$ cat config.mk
export PLATFORM = sky130hd
export DESIGN_NAME = ipv4_flow_header_extractor_unit
export DESIGN_NICKNAME = d
export VERILOG_FILES = /design/src/sv/ipv4fx_pkg.sv /design/src/sv/ipv4fx_front.sv /design/src/sv/ipv4fx_fifo.sv /design/src/sv/ipv4fx_back.sv /design/src/sv/ipv4_flow_header_extractor_unit.sv
export SDC_FILE = /design/constraint.sdc
export NUM_CORES = 1
export LEC_CHECK = 0
export BUFFER_PORTS_ARGS = -buffer_cell sky130_fd_sc_hd__buf_4
export CAP_MARGIN = 20
export CORE_ASPECT_RATIO = 0.8
export CORE_MARGIN = 2
export CORE_UTILIZATION = 45
export DETAILED_ROUTE_END_ITERATION = 16
export HOLD_SLACK_MARGIN = 0.12
export SLEW_MARGIN = 20
export SYNTH_ARGS = -nofsm -noshare
export SYNTH_HDL_FRONTEND = slang
export SYNTH_SLANG_ARGS = --single-unit
$ cat constraint.sdc
create_clock -name clk -period 18.2 [get_ports clk]
set_input_delay 5.46 -clock clk [delete_from_list [all_inputs] [get_ports clk]]
set_output_delay 5.46 -clock clk [all_outputs]
set_load 0.005 [all_outputs]
$ cat src/sv/ipv4fx_pkg.sv
`timescale 1ns / 1ps
// ----------------------------------------------------------------------------
// ipv4fx_pkg
// Shared types and constants of the IPv4 flow header extractor.
// ----------------------------------------------------------------------------
package ipv4fx_pkg;

	localparam logic [15:0] ETHERTYPE_IPV4 = 16'h0800;
	localparam logic [6:0]  MIN_HDR_BYTES  = 7'd20;
	localparam logic [6:0]  OFFSET_MAX     = 7'd127;
	localparam logic [3:0]  IHL_MIN        = 4'd5;
	localparam logic [7:0]  PROTO_ICMP     = 8'd1;
	localparam logic [7:0]  PROTO_TCP      = 8'd6;
	localparam logic [7:0]  PROTO_UDP      = 8'd17;
	localparam logic [6:0]  PORT_BYTES     = 7'd4;

	// header byte offsets of the captured fields
	localparam logic [6:0]  OFF_IHL        = 7'd0;
	localparam logic [6:0]  OFF_PROTO      = 7'd9;
	localparam logic [6:0]  OFF_SRC_FIRST  = 7'd12;
	localparam logic [6:0]  OFF_SRC_LAST   = 7'd15;
	localparam logic [6:0]  OFF_DST_FIRST  = 7'd16;
	localparam logic [6:0]  OFF_DST_LAST   = 7'd19;

	localparam int REC_FIFO_DEPTH = 4;

	typedef enum logic [1:0] {
		ST_RECORD   = 2'd0,
		ST_DROPPED  = 2'd1,
		ST_FILTERED = 2'd2
	} status_t;

	// packet summary handed from the parser to the record builder
	typedef struct packed {
		logic        no_slot;
		logic        is_ipv4;
		logic [6:0]  seen;
		logic [3:0]  header_words;
		logic [7:0]  proto;
		logic [31:0] src_addr;
		logic [31:0] dst_addr;
		logic [15:0] sport;
		logic [15:0] dport;
		logic [15:0] length;
		logic [63:0] time_ns;
		logic [63:0] drops;
	} summary_t;

endpackage

$ cat src/sv/ipv4fx_front.sv
`timescale 1ns / 1ps
// ----------------------------------------------------------------------------
// ipv4fx_front
// Byte parser: tracks the offset, captures header fields, emits a summary.
// ----------------------------------------------------------------------------
module ipv4fx_front (
	input  logic                 clk,
	input  logic                 arst_n,
	input  logic                 xfer,
	input  logic [7:0]           data_byte,
	input  logic                 first_byte,
	input  logic                 last_byte,
	input  logic [15:0]          ethertype,
	input  logic [15:0]          packet_length,
	input  logic                 space_available,
	input  logic [63:0]          time_ns,
	output logic                 sum_push,
	output ipv4fx_pkg::summary_t sum_data
);
	import ipv4fx_pkg::*;

	logic [6:0]  offset_q;
	logic [3:0]  hw_q;
	logic [7:0]  proto_q;
	logic [31:0] src_q;
	logic [31:0] dst_q;
	logic [15:0] sport_q;
	logic [15:0] dport_q;
	logic [1:0]  flags_q;
	logic [15:0] len_q;
	logic [63:0] drops_q;

	logic [6:0]  off_b;
	logic [3:0]  hw_b, hw_n;
	logic [7:0]  proto_b, proto_n;
	logic [31:0] src_b, src_n;
	logic [31:0] dst_b, dst_n;
	logic [15:0] sport_b, sport_n;
	logic [15:0] dport_b, dport_n;
	logic [1:0]  flags_b;
	logic [15:0] len_b;
	logic [63:0] drops_b;
	logic [6:0]  hl;
	logic [6:0]  seen;

	always_comb begin
		// a first byte restarts the packet context
		off_b   = first_byte ? '0 : offset_q;
		hw_b    = first_byte ? '0 : hw_q;
		proto_b = first_byte ? '0 : proto_q;
		src_b   = first_byte ? '0 : src_q;
		dst_b   = first_byte ? '0 : dst_q;
		sport_b = first_byte ? '0 : sport_q;
		dport_b = first_byte ? '0 : dport_q;
		len_b   = first_byte ? packet_length : len_q;
		flags_b = first_byte ? {(ethertype == ETHERTYPE_IPV4), ~space_available} : flags_q;
		drops_b = drops_q + {63'd0, first_byte & ~space_available};

		hw_n    = (off_b == OFF_IHL) ? data_byte[3:0] : hw_b;
		proto_n = (off_b == OFF_PROTO) ? data_byte : proto_b;
		src_n   = (off_b >= OFF_SRC_FIRST && off_b <= OFF_SRC_LAST) ?
			{src_b[23:0], data_byte} : src_b;
		dst_n   = (off_b >= OFF_DST_FIRST && off_b <= OFF_DST_LAST) ?
			{dst_b[23:0], data_byte} : dst_b;
		hl      = {1'b0, hw_n, 2'b00};
		sport_n = (off_b == hl || off_b == hl + 7'd1) ? {sport_b[7:0], data_byte} : sport_b;
		dport_n = (off_b == hl + 7'd2 || off_b == hl + 7'd3) ?
			{dport_b[7:0], data_byte} : dport_b;
		seen    = (off_b == OFFSET_MAX) ? OFFSET_MAX : off_b + 7'd1;
	end

	always_ff @(posedge clk or negedge arst_n) begin
		if (!arst_n) begin
			offset_q <= '0;
			hw_q     <= '0;
			proto_q  <= '0;
			src_q    <= '0;
			dst_q    <= '0;
			sport_q  <= '0;
			dport_q  <= '0;
			flags_q  <= '0;
			len_q    <= '0;
			drops_q  <= '0;
		end else if (xfer) begin
			hw_q    <= hw_n;
			proto_q <= proto_n;
			src_q   <= src_n;
			dst_q   <= dst_n;
			sport_q <= sport_n;
			dport_q <= dport_n;
			len_q   <= len_b;
			drops_q <= drops_b;
			// clear offset and flags at packet end
			offset_q <= last_byte ? '0 : seen;
			flags_q  <= last_byte ? '0 : flags_b;
		end
	end

	assign sum_push = xfer & last_byte;

	always_comb begin
		sum_data.no_slot      = flags_b[0];
		sum_data.is_ipv4      = flags_b[1];
		sum_data.seen         = seen;
		sum_data.header_words = hw_n;
		sum_data.proto        = proto_n;
		sum_data.src_addr     = src_n;
		sum_data.dst_addr     = dst_n;
		sum_data.sport        = sport_n;
		sum_data.dport        = dport_n;
		sum_data.length       = len_b;
		sum_data.time_ns      = time_ns;
		sum_data.drops        = drops_b;
	end

endmodule

$ cat src/sv/ipv4fx_fifo.sv
`timescale 1ns / 1ps
// ----------------------------------------------------------------------------
// ipv4fx_fifo
// Small summary queue between the parser and the record builder.
// ----------------------------------------------------------------------------
module ipv4fx_fifo #(
	parameter int Depth = ipv4fx_pkg::REC_FIFO_DEPTH
) (
	input  logic                 clk,
	input  logic                 arst_n,
	input  logic                 wr_en,
	input  ipv4fx_pkg::summary_t wr_data,
	output logic                 full,
	input  logic                 rd_en,
	output ipv4fx_pkg::summary_t rd_data,
	output logic                 empty
);
	import ipv4fx_pkg::*;

	localparam int PtrW = (Depth > 1) ? $clog2(Depth) : 1;
	localparam int CntW = $clog2(Depth + 1);
	localparam logic [PtrW-1:0] PtrLast = PtrW'(Depth - 1);
	localparam logic [CntW-1:0] CntFull = CntW'(Depth);

	summary_t            mem_q [Depth];
	logic [PtrW-1:0]     wr_ptr_q, rd_ptr_q;
	logic [CntW-1:0]     count_q;
	logic                do_wr, do_rd;

	assign full  = (count_q == CntFull);
	assign empty = (count_q == '0);
	assign do_wr = wr_en & ~full;
	assign do_rd = rd_en & ~empty;
	assign rd_data = mem_q[rd_ptr_q];

	always_ff @(posedge clk) begin
		if (do_wr) begin
			mem_q[wr_ptr_q] <= wr_data;
		end
	end

	always_ff @(posedge clk or negedge arst_n) begin
		if (!arst_n) begin
			wr_ptr_q <= '0;
			rd_ptr_q <= '0;
			count_q  <= '0;
		end else begin
			if (do_wr) begin
				wr_ptr_q <= (wr_ptr_q == PtrLast) ? '0 : wr_ptr_q + 1'b1;
			end
			if (do_rd) begin
				rd_ptr_q <= (rd_ptr_q == PtrLast) ? '0 : rd_ptr_q + 1'b1;
			end
			if (do_wr && !do_rd) begin
				count_q <= count_q + 1'b1;
			end else if (do_rd && !do_wr) begin
				count_q <= count_q - 1'b1;
			end
		end
	end

endmodule

$ cat src/sv/ipv4fx_back.sv
`timescale 1ns / 1ps
// ----------------------------------------------------------------------------
// ipv4fx_back
// Record builder: judges a summary and holds the result for transfer.
// ----------------------------------------------------------------------------
module ipv4fx_back (
	input  logic                 clk,
	input  logic                 arst_n,
	input  ipv4fx_pkg::summary_t sum_data,
	input  logic                 sum_valid,
	output logic                 sum_take,
	input  logic                 pop,
	output logic                 empty,
	output logic [1:0]           status,
	output logic [31:0]          source_address,
	output logic [31:0]          destination_address,
	output logic [15:0]          source_port,
	output logic [15:0]          destination_port,
	output logic [7:0]           ip_protocol,
	output logic [15:0]          record_length,
	output logic [63:0]          record_time,
	output logic [63:0]          drops_total
);
	import ipv4fx_pkg::*;

	logic        out_valid_q;
	status_t     status_q;
	logic [31:0] src_q, dst_q;
	logic [15:0] sport_q, dport_q, len_q;
	logic [7:0]  proto_q;
	logic [63:0] time_q, drops_q;

	status_t     st;
	logic        known_proto, is_icmp, ok;
	logic [6:0]  need;

	always_comb begin
		is_icmp     = (sum_data.proto == PROTO_ICMP);
		known_proto = is_icmp || sum_data.proto == PROTO_TCP || sum_data.proto == PROTO_UDP;
		need        = {1'b0, sum_data.header_words, 2'b00} + PORT_BYTES;
		if (sum_data.no_slot) begin
			st = ST_DROPPED;
		end else if (!sum_data.is_ipv4 || sum_data.seen < MIN_HDR_BYTES ||
		             sum_data.header_words < IHL_MIN || !known_proto) begin
			st = ST_FILTERED;
		end else if (!is_icmp && sum_data.seen < need) begin
			st = ST_FILTERED;
		end else begin
			st = ST_RECORD;
		end
		ok = (st == ST_RECORD);
	end

	// refill the output register when it is free or being drained
	assign sum_take = sum_valid & (~out_valid_q | pop);

	always_ff @(posedge clk or negedge arst_n) begin
		if (!arst_n) begin
			out_valid_q <= 1'b0;
		end else if (sum_take) begin
			out_valid_q <= 1'b1;
		end else if (pop) begin
			out_valid_q <= 1'b0;
		end
	end

	always_ff @(posedge clk) begin
		if (sum_take) begin
			status_q <= st;
			src_q    <= ok ? sum_data.src_addr : '0;
			dst_q    <= ok ? sum_data.dst_addr : '0;
			sport_q  <= (ok && !is_icmp) ? sum_data.sport : '0;
			dport_q  <= (ok && !is_icmp) ? sum_data.dport : '0;
			proto_q  <= ok ? sum_data.proto : '0;
			len_q    <= ok ? sum_data.length : '0;
			time_q   <= ok ? sum_data.time_ns : '0;
			drops_q  <= sum_data.drops;
		end
	end

	assign empty               = ~out_valid_q;
	assign status              = status_q;
	assign source_address      = src_q;
	assign destination_address = dst_q;
	assign source_port         = sport_q;
	assign destination_port    = dport_q;
	assign ip_protocol         = proto_q;
	assign record_length       = len_q;
	assign record_time         = time_q;
	assign drops_total         = drops_q;

endmodule

$ cat src/sv/ipv4_flow_header_extractor_unit.sv
`timescale 1ns / 1ps
// ----------------------------------------------------------------------------
// ipv4_flow_header_extractor_unit
// IPv4 five-tuple extractor: one packet byte in per cycle while full is
// low, one result out per packet.
// ----------------------------------------------------------------------------
// Feed a packet one byte per transfer, starting at the IPv4 header, with
// first_byte on its opening byte and last_byte on its final one. The unit
// takes one byte every cycle while full is low, and the last byte of a
// packet leaves one result: a record (status 0), a no-space drop
// (status 1) or a filtered notice (status 2), with the running drop
// count. A result passes the summary queue and then the output register
// before it reaches the result ports. Between the parser and the output
// register sits a queue of FifoDepth packet summaries, so the byte side
// keeps running while results wait to be popped; full rises only once
// that queue and the output register are all occupied. Every capture
// register of the parser, the offset and the drop counter clear on reset.
// ----------------------------------------------------------------------------
module ipv4_flow_header_extractor_unit #(
	parameter int FifoDepth = ipv4fx_pkg::REC_FIFO_DEPTH
) (
	input  logic        clk,
	input  logic        arst_n,
	input  logic        push,
	output logic        full,
	input  logic [7:0]  data_byte,
	input  logic        first_byte,
	input  logic        last_byte,
	input  logic [15:0] ethertype,
	input  logic [15:0] packet_length,
	input  logic        space_available,
	input  logic [63:0] time_ns,
	output logic        empty,
	input  logic        pop,
	output logic [1:0]  status,
	output logic [31:0] source_address,
	output logic [31:0] destination_address,
	output logic [15:0] source_port,
	output logic [15:0] destination_port,
	output logic [7:0]  ip_protocol,
	output logic [15:0] record_length,
	output logic [63:0] record_time,
	output logic [63:0] drops_total
);
	import ipv4fx_pkg::*;

	logic     in_xfer;
	logic     sum_push;
	summary_t sum_wr, sum_rd;
	logic     fifo_full, fifo_empty;
	logic     sum_take;

	// hold off new bytes while the summary queue cannot take a packet end
	assign full    = fifo_full;
	assign in_xfer = push & ~fifo_full;

	// front: parse bytes, emit a summary on each last byte
	ipv4fx_front u_front (
		.clk            (clk),
		.arst_n         (arst_n),
		.xfer           (in_xfer),
		.data_byte      (data_byte),
		.first_byte     (first_byte),
		.last_byte      (last_byte),
		.ethertype      (ethertype),
		.packet_length  (packet_length),
		.space_available(space_available),
		.time_ns        (time_ns),
		.sum_push       (sum_push),
		.sum_data       (sum_wr)
	);

	// decouple the two sides
	ipv4fx_fifo #(
		.Depth(FifoDepth)
	) u_fifo (
		.clk    (clk),
		.arst_n (arst_n),
		.wr_en  (sum_push),
		.wr_data(sum_wr),
		.full   (fifo_full),
		.rd_en  (sum_take),
		.rd_data(sum_rd),
		.empty  (fifo_empty)
	);

	// back: judge the packet and present the result
	ipv4fx_back u_back (
		.clk                (clk),
		.arst_n             (arst_n),
		.sum_data           (sum_rd),
		.sum_valid          (~fifo_empty),
		.sum_take           (sum_take),
		.pop                (pop),
		.empty              (empty),
		.status             (status),
		.source_address     (source_address),
		.destination_address(destination_address),
		.source_port        (source_port),
		.destination_port   (destination_port),
		.ip_protocol        (ip_protocol),
		.record_length      (record_length),
		.record_time        (record_time),
		.drops_total        (drops_total)
	);

endmodule
==> metrics.cfg <==
[clock_tree]
clk_latency_ns = 0.78
numCtsBuffers = 150
cts_hold_buffers = 0
post_cts_resized = 0
cts_max_path_buffers = 3
cts_setup_buffers = 0
cts_tree = yes
htreeDepth = 4
cts_root_buffer = clkbuf_16
clkTransAtPathRegs_ns = 0.06
clock_sink_count = 1491

[place]
place.gp.congestion = 0.746
numPortBuffers = 362
dpl-instance-area_sq_um = 63400
dp_hpwl_um = 76600

[sta]
timing.fmax_mhz = 115
slew_violations = 0
finalSetupTns_ns = 0
min_period_ns = 8.71
clock-skew-final_ns = 0.0240
worstMarginPinSlew_ns = 1.07
finalCritPeriodShare_pct = 47.9
rsz0062_at_grt = false
timing.hold.ws_ns = 0.485
finalSetupViolCount = 0
hold_viol_final = 0
max_slew_margin_pct = 28.9

[global_route]
antenna_found_initial = 9
grt_pass1_wl_um = 207000
grt_max_degree = 137
globalRouteOverflowTotal = 0
first_global_vias = 32100
grt_use_total_pct = 20.5

[yosys]
synth_edf_count = 1286
yosysWarnings = 0
synth_cell_types = 58
syn_avg_cell_area_sq_um = 17.3
ys_seq_elements = 1491
synth-main-ff-cell = edfxtp_1
async_flop_share_pct = 13.7
ys_seq_area_share_pct = 74.3
syn_area_sq_um = 58900
syn_inst = 3407

[job]
cap_violations = 0

[power_and_ir_drop]
p_leak_nw = 23.8
irDropWorstVdd_v = 0.000135
p_per_area_nw_per_um2 = 145

[cells_and_area]
fin_nets = 3861
area_growth_pct = 15.6
layout_commonest_cell = edfxtp_1
final_cell_mix = 1286 x edfxtp_1, 447 x nand2_1, 400 x buf_4
fin_area_sq_um = 68100
layout-drive-gt1-share_pct = 24.9
n_fill_cell = 10500

[worst_setup_path]
critPathLaunch = first_byte
cp.arrival_ns = 9.25
ff2ff_path_depth = 8
critPathLaunchType = input pin
r2r-end = u_back.source_port[0]
crit_path_end_kind = register
crit_fanout = 91
crit_end = u_fifo.mem_q[1][37]
worstSetupPathType = in2reg
ff2ff_setup_slack_ns = 12.18
cp.required_ns = 18.74
r2r_start = u_fifo.rd_ptr_q[0]

[die]
initial_utilization_pct = 45.4
die-area_sq_um = 134000
die_h_um = 328
rows = 118
fp.dieW_um = 409
core_sq_um = 130000
ioPinCount = 363

[hold_path]
hold_start = u_front.src_q[30]
min_path_type = reg2reg
min_path_cells = 2

[detailed_routing]
wl_per_cell_um = 24.5
firstDrtPassIters = 5
drc_errors = 0
drt-total-wl_um = 137000
routed.top_layer = met5
wl_met3_um = 8710
drtIter0Drc = 2816
m1WireLength_um = 62100
via_per_inst = 5.62
dr_wl_met2_um = 63100
antenna_left = 0
num_vias = 31500

[run_status]
outcome = completed

## worst max-delay path, cell delays in order
cell     delay, ns
buf_6         0.56
inv_2         0.04
buf_4         0.33
nor2_1        0.24
ha_1          0.21
nand3_1       0.18
nor3b_2       0.69
nand4_2       0.44
nor3_2        0.55
nand3_1       0.16
xnor2_1       0.33
## synth_stat cells, drive strengths merged, types with 12 or more instances
cell type,number,share of area (%)
a21boi,49,0.62
a21oi,52,0.44
a22o,40,0.59
and3,18,0.19
buf,91,0.72
clkbuf,150,0.96
dfrtp,205,8.7
edfxtp,1286,66
ha,18,0.38
inv,17,0.11
mux2,56,1.1
mux2i,17,0.29
mux4,253,9.7
nand2,447,2.8
nand3,82,0.70
nand4,26,0.34
nor2,74,0.47
nor2b,15,0.16
nor3,24,0.25
nor3b,12,0.17
nor4,191,2.1
o21ai,79,0.67
xnor2,73,1.1
xor2,64,0.95
## how the worst min path moves through the flow
| stage | end | slack (ns) |
|---|---|---|
| 3_5_place_dp | u_front.src_q[27] | 0.47 |
| 2_1_floorplan | u_front.flags_q[0] | 0.45 |
| 3_3_place_gp | u_front.flags_q[0] | 0.46 |
| 4_1_cts | u_front.src_q[30] | 0.49 |
| 6_report | u_front.src_q[30] | 0.49 |
| 5_1_grt | u_front.dst_q[25] | 0.51 |
## state kept, by name (all words and copies together) (netlist names), 32 cells and up
| signal | cells |
|---|---|
| u_back.record_time | 64 |
| u_back.source_address | 32 |
| u_back.drops_total | 64 |
| u_fifo.mem_q | 1036 |
| u_front.src_q | 32 |
| u_front.drops_q | 64 |
| u_back.destination_address | 32 |
| u_front.dst_q | 32 |
## layout make-up
type                            count  area (sq um)  share of cell area, %
Antenna cell                        1          2.50                0.00367
Clock buffer                      223          4260                   6.26
Clock inverter                     55           450                  0.661
Inverter                           17          63.8                 0.0937
Multi-Input combinational cell   1661         14200                   20.9
Sequential cell                  1491         43800                   64.2
Tap cell                         1740          2180                   3.20
Timing Repair Buffer              410          3180                   4.67
## layer usage
| metal | global-route usage, % | vias to the layer above |
|---|---|---|
| met5 | 0 | - |
| met4 | 5.74 | 16 |
| met3 | 4.51 | 199 |
| met2 | 31.3 | 918 |
| met1 | 29.8 | 16300 |
| li1 | - | 14000 |
## logic make-up (layout without fill, tap and decap cells)
group	after synthesis	in the layout	share of synthesized area, %
other	1	5	0.00637
buffers and inverters	258	705	1.78
adders and majority gates	19	19	0.416
muxes	326	326	11.0
DFF	1491	1491	74.3
and+or+nand+nor	922	922	7.64
AOI/OAI and AO/OA	253	253	2.82
xor gates and xnor gates	137	137	2.04
## metrics by stage
| stage | power (mW) | utilization [%] | cells | worst slack [ns] |
|---|---|---|---|---|
| 6_report | 9.85 | 52.6 | 5598 | 9.49 |
| 4_1_cts | 9.99 | 52.5 | 5597 | 9.58 |
| 2_1_floorplan | 6.13 | - | 3410 | 4.44 |
| 5_1_grt | 10.3 | 52.6 | 5597 | 9.21 |
| 3_3_place_gp | 6.99 | 48.9 | 5319 | 8.88 |
| 3_5_place_dp | 7.01 | 48.9 | 5319 | 8.76 |
## power by group
group | switching [mW] | leakage (nW) | total, mW | internal [mW]
registers | 0.197 | 14.9 | 4.47 | 4.28
clock network | 1.28 | 2.29 | 2.97 | 1.69
logic | 1.46 | 6.54 | 2.41 | 0.955
No activity file was read; power rests on OpenSTA's default activity.
